[src/hw/rtl/dsc_pkg.sv]
// dsc_pkg: shared constants for the divisor sum classifier.
// Used by the top level and the port checker; depends on nothing.
`default_nettype none

package dsc_pkg;

  // default number width of the analyzed value
  localparam int VALUE_BITS_DEF = 20;

  // configuration register
  localparam int LIMIT_W     = 20;
  localparam logic [LIMIT_W-1:0] LIMIT_RESET = 20'hFFFFF;

  // register file: byte address = 4 * index
  localparam int APB_DATA_W = 32;
  localparam int APB_ADDR_W = 3;
  localparam int REG_IDX_W  = 1;
  localparam logic [REG_IDX_W-1:0] REG_UPPER_LIMIT = 1'b0;

  // result word field widths and saturation points
  localparam int COUNT_W = 8;
  localparam int SUM_W   = 22;
  localparam logic [COUNT_W-1:0] COUNT_MAX = 8'hFF;
  localparam logic [SUM_W-1:0]   SUM_MAX   = 22'h3FFFFF;

endpackage

`default_nettype wire

[src/hw/rtl/dsc_div.sv]
// dsc_div: restoring divider, one quotient bit per cycle.
// Shared by every trial division of the classifier; uses no package items.
`default_nettype none

module dsc_div #(
  parameter int N_W = 20,
  parameter int D_W = 11
) (
  input  wire logic           clk,
  input  wire logic           rst,
  input  wire logic           start,
  input  wire logic [N_W-1:0] dividend,
  input  wire logic [D_W-1:0] divisor,
  output logic                done,
  output logic [N_W-1:0]      quotient,
  output logic                rem_zero
);

  localparam int STEP_W = $clog2(N_W);

  logic              busy;
  logic [STEP_W-1:0] step;
  logic [D_W-1:0]    dvs;
  logic [D_W-1:0]    rem;
  logic [N_W-1:0]    quo;

  // one trial subtract per cycle
  logic [D_W:0] trial;
  logic [D_W:0] diff;
  logic         fits;

  assign trial = {rem, quo[N_W-1]};
  assign diff  = trial - {1'b0, dvs};
  assign fits  = trial >= {1'b0, dvs};

  // control
  always_ff @(posedge clk) begin
    if (rst) begin
      busy <= 1'b0;
      done <= 1'b0;
      step <= '0;
    end else begin
      done <= 1'b0;
      if (start) begin
        busy <= 1'b1;
        step <= STEP_W'(N_W - 1);
      end else if (busy) begin
        step <= step - 1'b1;
        if (step == '0) begin
          busy <= 1'b0;
          done <= 1'b1;
        end
      end
    end
  end

  // datapath: quotient bits shift in as dividend bits shift out
  always_ff @(posedge clk) begin
    if (start) begin
      dvs <= divisor;
      rem <= '0;
      quo <= dividend;
    end else if (busy) begin
      rem <= fits ? diff[D_W-1:0] : trial[D_W-1:0];
      quo <= {quo[N_W-2:0], fits};
    end
  end

  assign quotient = quo;
  assign rem_zero = (rem == '0);

endmodule

`default_nettype wire

[src/hw/rtl/divisor_sum_classifier.sv]
// Work: one aliquot pass, plus a partner pass when the sum exceeds the value and is at most
// upper_limit; each pass tries divisors d with d * d <= n on the shared bit-serial divider,
// with one extra step per divisor pair. Values below 2 go straight to the result. One word
// at a time: input stall is high from accept to result load.
// The result register holds one finished word, so a new word is taken while it waits.
// Reset (rst, synchronous): sequencer idle, no result pending, upper_limit = 1048575.
`default_nettype none

module divisor_sum_classifier #(
  parameter int VALUE_BITS = dsc_pkg::VALUE_BITS_DEF
) (
  input  wire logic                            clk,
  input  wire logic                            rst,
  // input words
  input  wire logic                            in_valid,
  output logic                                 in_stall,
  input  wire logic [VALUE_BITS-1:0]           value,
  // result words
  output logic                                 out_valid,
  input  wire logic                            out_stall,
  output logic [dsc_pkg::COUNT_W-1:0]          divisor_count,
  output logic [dsc_pkg::SUM_W-1:0]            divisor_sum,
  output logic                                 is_perfect,
  output logic                                 is_amicable_smaller,
  // configuration
  input  wire logic                            psel,
  input  wire logic                            penable,
  input  wire logic                            pwrite,
  input  wire logic [dsc_pkg::APB_ADDR_W-1:0]  paddr,
  input  wire logic [dsc_pkg::APB_DATA_W-1:0]  pwdata,
  output logic [dsc_pkg::APB_DATA_W-1:0]       prdata,
  output logic                                 pready
);

  // working number: the value, or a partner sum bounded by the limit
  localparam int N_W   = (VALUE_BITS > dsc_pkg::LIMIT_W) ? VALUE_BITS : dsc_pkg::LIMIT_W;
  localparam int D_W   = (N_W + 1) / 2 + 1;
  localparam int SQ_W  = N_W + 1;
  localparam int ACC_W = N_W + 3;
  localparam int CNT_W = D_W + 1;

  typedef enum logic [5:0] {
    S_IDLE  = 6'b000001,
    S_CHECK = 6'b000010,
    S_DIV   = 6'b000100,
    S_ADDQ  = 6'b001000,
    S_END   = 6'b010000,
    S_DONE  = 6'b100000
  } state_t;

  state_t state;

  logic [dsc_pkg::LIMIT_W-1:0] upper_limit;
  logic [VALUE_BITS-1:0]       v;
  logic [N_W-1:0]              n;
  logic [D_W-1:0]              d;
  logic [SQ_W-1:0]             sq;
  logic [ACC_W-1:0]            s;
  logic [CNT_W-1:0]            c;
  logic                        pass;

  logic [dsc_pkg::COUNT_W-1:0] res_count;
  logic [dsc_pkg::SUM_W-1:0]   res_sum;
  logic                        res_perfect;
  logic                        res_amic;

  logic           div_start;
  logic           div_done;
  logic [N_W-1:0] div_q;
  logic           div_rem_zero;

  logic in_take;
  logic out_take;
  logic out_load;
  logic cfg_wr;
  logic [dsc_pkg::REG_IDX_W-1:0] reg_idx;

  logic [ACC_W-1:0] v_ext;
  logic [ACC_W-1:0] lim_ext;
  logic             q_is_d;

  assign in_stall  = (state != S_IDLE);
  assign in_take   = in_valid && !in_stall;
  assign out_take  = out_valid && !out_stall;
  assign out_load  = (state == S_DONE) && (!out_valid || !out_stall);
  assign div_start = (state == S_CHECK) && (sq <= SQ_W'(n));

  assign v_ext   = ACC_W'(v);
  assign lim_ext = ACC_W'(upper_limit);
  assign q_is_d  = (div_q == N_W'(d));

  // shared trial divider
  dsc_div #(
    .N_W (N_W),
    .D_W (D_W)
  ) u_div (
    .clk      (clk),
    .rst      (rst),
    .start    (div_start),
    .dividend (n),
    .divisor  (d),
    .done     (div_done),
    .quotient (div_q),
    .rem_zero (div_rem_zero)
  );

  // configuration port, word-aligned decode
  assign pready  = 1'b1;
  assign reg_idx = paddr[dsc_pkg::APB_ADDR_W-1:2];
  assign cfg_wr  = psel && penable && pwrite && pready;

  always_comb begin
    unique case (reg_idx)
      dsc_pkg::REG_UPPER_LIMIT: prdata = dsc_pkg::APB_DATA_W'(upper_limit);
      default:                  prdata = '0;
    endcase
  end

  always_ff @(posedge clk) begin
    if (rst) begin
      upper_limit <= dsc_pkg::LIMIT_RESET;
    end else if (cfg_wr && reg_idx == dsc_pkg::REG_UPPER_LIMIT) begin
      upper_limit <= pwdata[dsc_pkg::LIMIT_W-1:0];
    end
  end

  // sequencer
  always_ff @(posedge clk) begin
    if (rst) begin
      state <= S_IDLE;
      pass  <= 1'b0;
    end else begin
      unique case (state)
        S_IDLE: begin
          if (in_take) begin
            pass  <= 1'b0;
            state <= (value < VALUE_BITS'(2)) ? S_DONE : S_CHECK;
          end
        end
        S_CHECK: state <= div_start ? S_DIV : S_END;
        S_DIV: begin
          if (div_done) begin
            state <= (div_rem_zero && !q_is_d) ? S_ADDQ : S_CHECK;
          end
        end
        S_ADDQ: state <= S_CHECK;
        S_END: begin
          if (!pass && s > v_ext && s <= lim_ext) begin
            pass  <= 1'b1;
            state <= S_CHECK;
          end else begin
            state <= S_DONE;
          end
        end
        S_DONE: begin
          if (out_load) state <= S_IDLE;
        end
        default: state <= S_IDLE;
      endcase
    end
  end

  // trial loop datapath: count, sum, divisor and its square
  always_ff @(posedge clk) begin
    case (state)
      S_IDLE: begin
        if (in_take) begin
          v           <= value;
          n           <= N_W'(value);
          c           <= CNT_W'(1);
          s           <= ACC_W'(1);
          d           <= D_W'(2);
          sq          <= SQ_W'(4);
          res_count   <= '0;
          res_sum     <= '0;
          res_perfect <= 1'b0;
          res_amic    <= 1'b0;
        end
      end
      S_DIV: begin
        if (div_done) begin
          if (div_rem_zero) begin
            c <= c + 1'b1;
            s <= s + ACC_W'(d);
          end
          if (!div_rem_zero || q_is_d) begin
            d  <= d + 1'b1;
            sq <= sq + SQ_W'({d, 1'b1});
          end
        end
      end
      S_ADDQ: begin
        c  <= c + 1'b1;
        s  <= s + ACC_W'(div_q);
        d  <= d + 1'b1;
        sq <= sq + SQ_W'({d, 1'b1});
      end
      S_END: begin
        if (!pass) begin
          res_count   <= (c > CNT_W'(dsc_pkg::COUNT_MAX)) ? dsc_pkg::COUNT_MAX
                                                          : c[dsc_pkg::COUNT_W-1:0];
          res_sum     <= (s > ACC_W'(dsc_pkg::SUM_MAX)) ? dsc_pkg::SUM_MAX
                                                        : s[dsc_pkg::SUM_W-1:0];
          res_perfect <= (s == v_ext);
          // partner pass: the sum is at most the limit, so it fits n
          n  <= N_W'(s);
          c  <= CNT_W'(1);
          s  <= ACC_W'(1);
          d  <= D_W'(2);
          sq <= SQ_W'(4);
        end else begin
          res_amic <= (s == v_ext);
        end
      end
      default: ;
    endcase
  end

  // result register
  always_ff @(posedge clk) begin
    if (rst) begin
      out_valid <= 1'b0;
    end else if (out_load) begin
      out_valid <= 1'b1;
    end else if (out_take) begin
      out_valid <= 1'b0;
    end
  end

  always_ff @(posedge clk) begin
    if (out_load) begin
      divisor_count       <= res_count;
      divisor_sum         <= res_sum;
      is_perfect          <= res_perfect;
      is_amicable_smaller <= res_amic;
    end
  end

endmodule

`default_nettype wire

[config.mk]
export PLATFORM = sky130hd
export DESIGN_NAME = divisor_sum_classifier
export DESIGN_NICKNAME = d
export VERILOG_FILES = /design/src/hw/rtl/dsc_pkg.sv /design/src/hw/rtl/dsc_div.sv /design/src/hw/rtl/divisor_sum_classifier.sv
export SDC_FILE = /design/constraint.sdc
export NUM_CORES = 1
export LEC_CHECK = 0
export ABC_AREA = 1
export BUFFER_PORTS_ARGS = -buffer_cell sky130_fd_sc_hd__buf_2
export CAP_MARGIN = 5
export CORE_MARGIN = 2
export CORE_UTILIZATION = 30
export CTS_CLUSTER_SIZE = 16
export DETAILED_ROUTE_END_ITERATION = 6
export GPL_TIMING_DRIVEN = 0
export PLACE_DENSITY_LB_ADDON = 0.05
export SKIP_LAST_GASP = 1
export SLEW_MARGIN = 10
export SYNTH_ARGS = -nofsm -noshare
export SYNTH_HDL_FRONTEND = slang
export SYNTH_SLANG_ARGS = --single-unit
[constraint.sdc]
create_clock -name clk -period 12.84 [get_ports clk]
set_clock_uncertainty 0.05 [all_clocks]
set_input_delay 2.568 -clock clk [delete_from_list [all_inputs] [get_ports clk]]
set_output_delay 2.568 -clock clk [all_outputs]
set_load 0.005 [all_outputs]
==> summary.md <==
| Metric | Value |
|---|---|
| Minimum clock period | 5.88 ns |
| Routed WL | 43.8 mm |
| # diodes | 0 |
| EDFF count, synth | 202 |
| Synthesized area | 0.0142 sq mm |
| Hold Startpoint | res_sum[11] |
| Slew Limit Headroom | 40.0% |
| Power per cell area | 197 mW/mm^2 |
| Longest Clk Path Bufs | 3 |
| Worst Hold Slack | 0.369 ns |
| Number of global-route vias before repair | 10800 |
| Max-slew violation count | 0 |
| CP startpoint | paddr[2] |
| Most common cell on crit path | buf_2 |
| DP Area | 0.0156 sq mm |
| Drt first pass iters | 6 |
| Fmax | 170 MHz |
| Share of cells above drive strength 1 | 13.0% |
| Antenna violations before repair | 0 |
| TritonCTS clock tree | done |
| Yosys Warn Count | 0 |
| Sequential share of power | 40.2% |
| Status | completed |
| Synth Instances | 1581 |
| Maximum VDD drop | 0.000116 V |
| Synth async-reset ratio | 0% |
| Setup Viol. Count Final | 0 |
| Via density | 4.82 |
| RSZ-0062 raised after global routing | no |
| Main synth FF type | edfxtp_1 |
| Least-Margin Pin Slew | 0.898 ns |
| Utilization after layout | 35.7% |
| Hold Path Class | reg2reg |
| CP Max Fanout | 10 |
| HPWL after DPL | 33.7 mm |
| Switching Fraction | 39.1% |
| Slowest stage delay, CP | 0.36 ns |
| Setup tns final | 0 ns |
| Setup Fix Bufs, Post-CTS | 0 |
| Final instance area | 0.0166 sq mm |
| CTS hold repair buffers | 0 |
| Worst skew pair latency | 0.60 ns |
| Gate power share | 32.5% |
| CTS Buf Count | 31 |
| Clock slew seen by the registers of the worst setup and hold paths | 0.06 ns |
| FP Rows | 79 |
| Nets@finish | 1902 |
| Post-synthesis cell type count | 57 |
| Die Y | 221 microns |
| Worst EP required | 10.22 ns |
| MaxCap Viol Count | 0 |
| H-tree depth | 1 |
| DRT antenna net count | 0 |
| Buffers on Ports | 101 |
| Total number of vias | 11400 |
| Area grow syn2layout | 17.4% |
| Gpl congestion | 0.865 |
| Clk root buf | clkbuf_16 |
| Grt total ovfl | 0 |
| Detailed-route DRC error count | 0 |
| Sw Pwr | 0.00128 W |
| Crit Path Class | in2out |
| Worst r2r src | state[5] |
| Post-route clock period utilization | 45.8% |
| IO Pins | 129 |
| Mean post-synth cell area | 8.96 sq um |
| Clock sink count | 248 |
| Cells along the critical path | buf_2 -> clkbuf_1 -> nor2_1 -> buf_2 |
| Commonest non-fill, non-tap cell in the layout | nand2_1 |
| Leakage | 7.40 nW |
| Critical Path Sink Type | output pin |
| Int Pwr | 0.00199 W |
| Final hold violations | 0 |
| Worst setup SP type | input pin |
| Tot GR Track Use | 17.5% |
| #FFs+latches synth | 248 |
| Largest net degree at the start of global routing | 33 |
| Core area | 0.0466 sq mm |
| Clock power share | 27.3% |
| Most frequent cells in the layout | nand2_1 (284), inv_1 (228), edfxtp_1 (202) |
| DIE AREA | 0.0490 sq mm |
| Initial DRC Count | 713 |
| First-pass GRT wire length | 66.3 mm |
| CP max stage cell | clkbuf_1 |
| Starting density of the core | 30.4% |
| Wire per inst | 18.5 microns |
| Worst path arrival time | 3.26 ns |
| Resized cells post-CTS | 0 |
| Fill cells | 4797 |
| Die X | 221 microns |
| Register area share after synthesis | 49.3% |
==> path summary, 6_finish.rpt <==
check / end / cells after the start / slack [ns]
hold reg to reg: divisor_sum[11] / 0 / 0.37
hold / removal: divisor_sum[11] / 0 / 0.37
setup / recovery: prdata[17] / 4 / 6.96
setup reg to reg: s[16] / 14 / 9.20
==> sequential cells by signal, indices dropped and copies added (netlist names), 5 cells and up <==
name	flops
s	23
divisor_sum	22
res_sum	22
sq	21
n	20
u_div.quotient	20
upper_limit	20
v	20
c	12
d	11
u_div.dvs	11
u_div.rem	11
divisor_count	8
res_count	8
state	6
u_div.step	5
==> per-layer routing <==
| layer | vias to the layer above | GRT usage, % | wire length [microns] |
|---|---|---|---|
| met5 | - | 0 | 0 |
| met4 | 0 | 3.38 | 601 |
| met3 | 45 | 2.92 | 2350 |
| met1 | 5406 | 25.5 | 21500 |
| met2 | 258 | 27.5 | 19300 |
| li1 | 5670 | - | - |
==> power groups by stage <==
stage / Combinational, W / Clock [W] / Sequential (W)
after CTS: 0.00107 / 0.000920 / 0.00132
after global routing: 0.00121 / 0.000951 / 0.00134
after global placement: 0.00102 / 0 / 0.00135
after floorplan: 0.000729 / 0 / 0.00124
after detailed placement: 0.00106 / 0 / 0.00133
final: 0.00106 / 0.000895 / 0.00132
==> synth_stat cells, drive strengths merged (10+ instances only) <==
library cell	n	area, sq um
nor3	30	170
xor2	13	114
o21a	14	105
dfxtp	46	921
nand3	56	285
clkbuf	23	86.3
edfxtp	202	6070
inv	232	871
a21o	10	75.1
buf	28	214
nor2	158	606
nand2	289	1100
o211ai	23	173
o21ai	117	631
ha	106	1330
a21oi	158	810
nand4	17	119
==> area by class of cell <==
class / count / area, sq um / area share (%)
Multi-Input combinational cell: 1061 / 6070 / 36.5
Tap cell: 607 / 759 / 4.57
Buffer: 51 / 300 / 1.81
Clock buffer: 41 / 823 / 4.95
Sequential cell: 248 / 6990 / 42.0
Inverter: 232 / 871 / 5.24
Timing Repair Buffer: 106 / 616 / 3.70
Clock inverter: 17 / 203 / 1.22
==> worst max-delay path: cells and delay by family <==
kind          cells  cell delay, ns
buf+inv           3            0.59
simple gates      1            0.10
==> logic make-up after synthesis <==
logic type,after synthesis,synth area share [%]
DFF,248,49.3
xor gates and xnor gates,16,0.990
AOI/OAI and AO/OA,344,13.9
buffers and inverters,283,8.27
adders and majority gates,109,9.79
other,2,0.0530
and+or+nand+nor,579,17.6
==> per-stage QoR <==
stage	power [W]	setup slack, ns	cells
6_report	0.00328	6.96	2363
5_1_grt	0.00350	6.86	2363
4_1_cts	0.00331	6.95	2363
3_5_place_dp	0.00239	6.96	2305
3_3_place_gp	0.00237	5.11	2300
2_1_floorplan	0.00196	7.08	1592
Note: power is estimated with default switching activity, not from simulation.
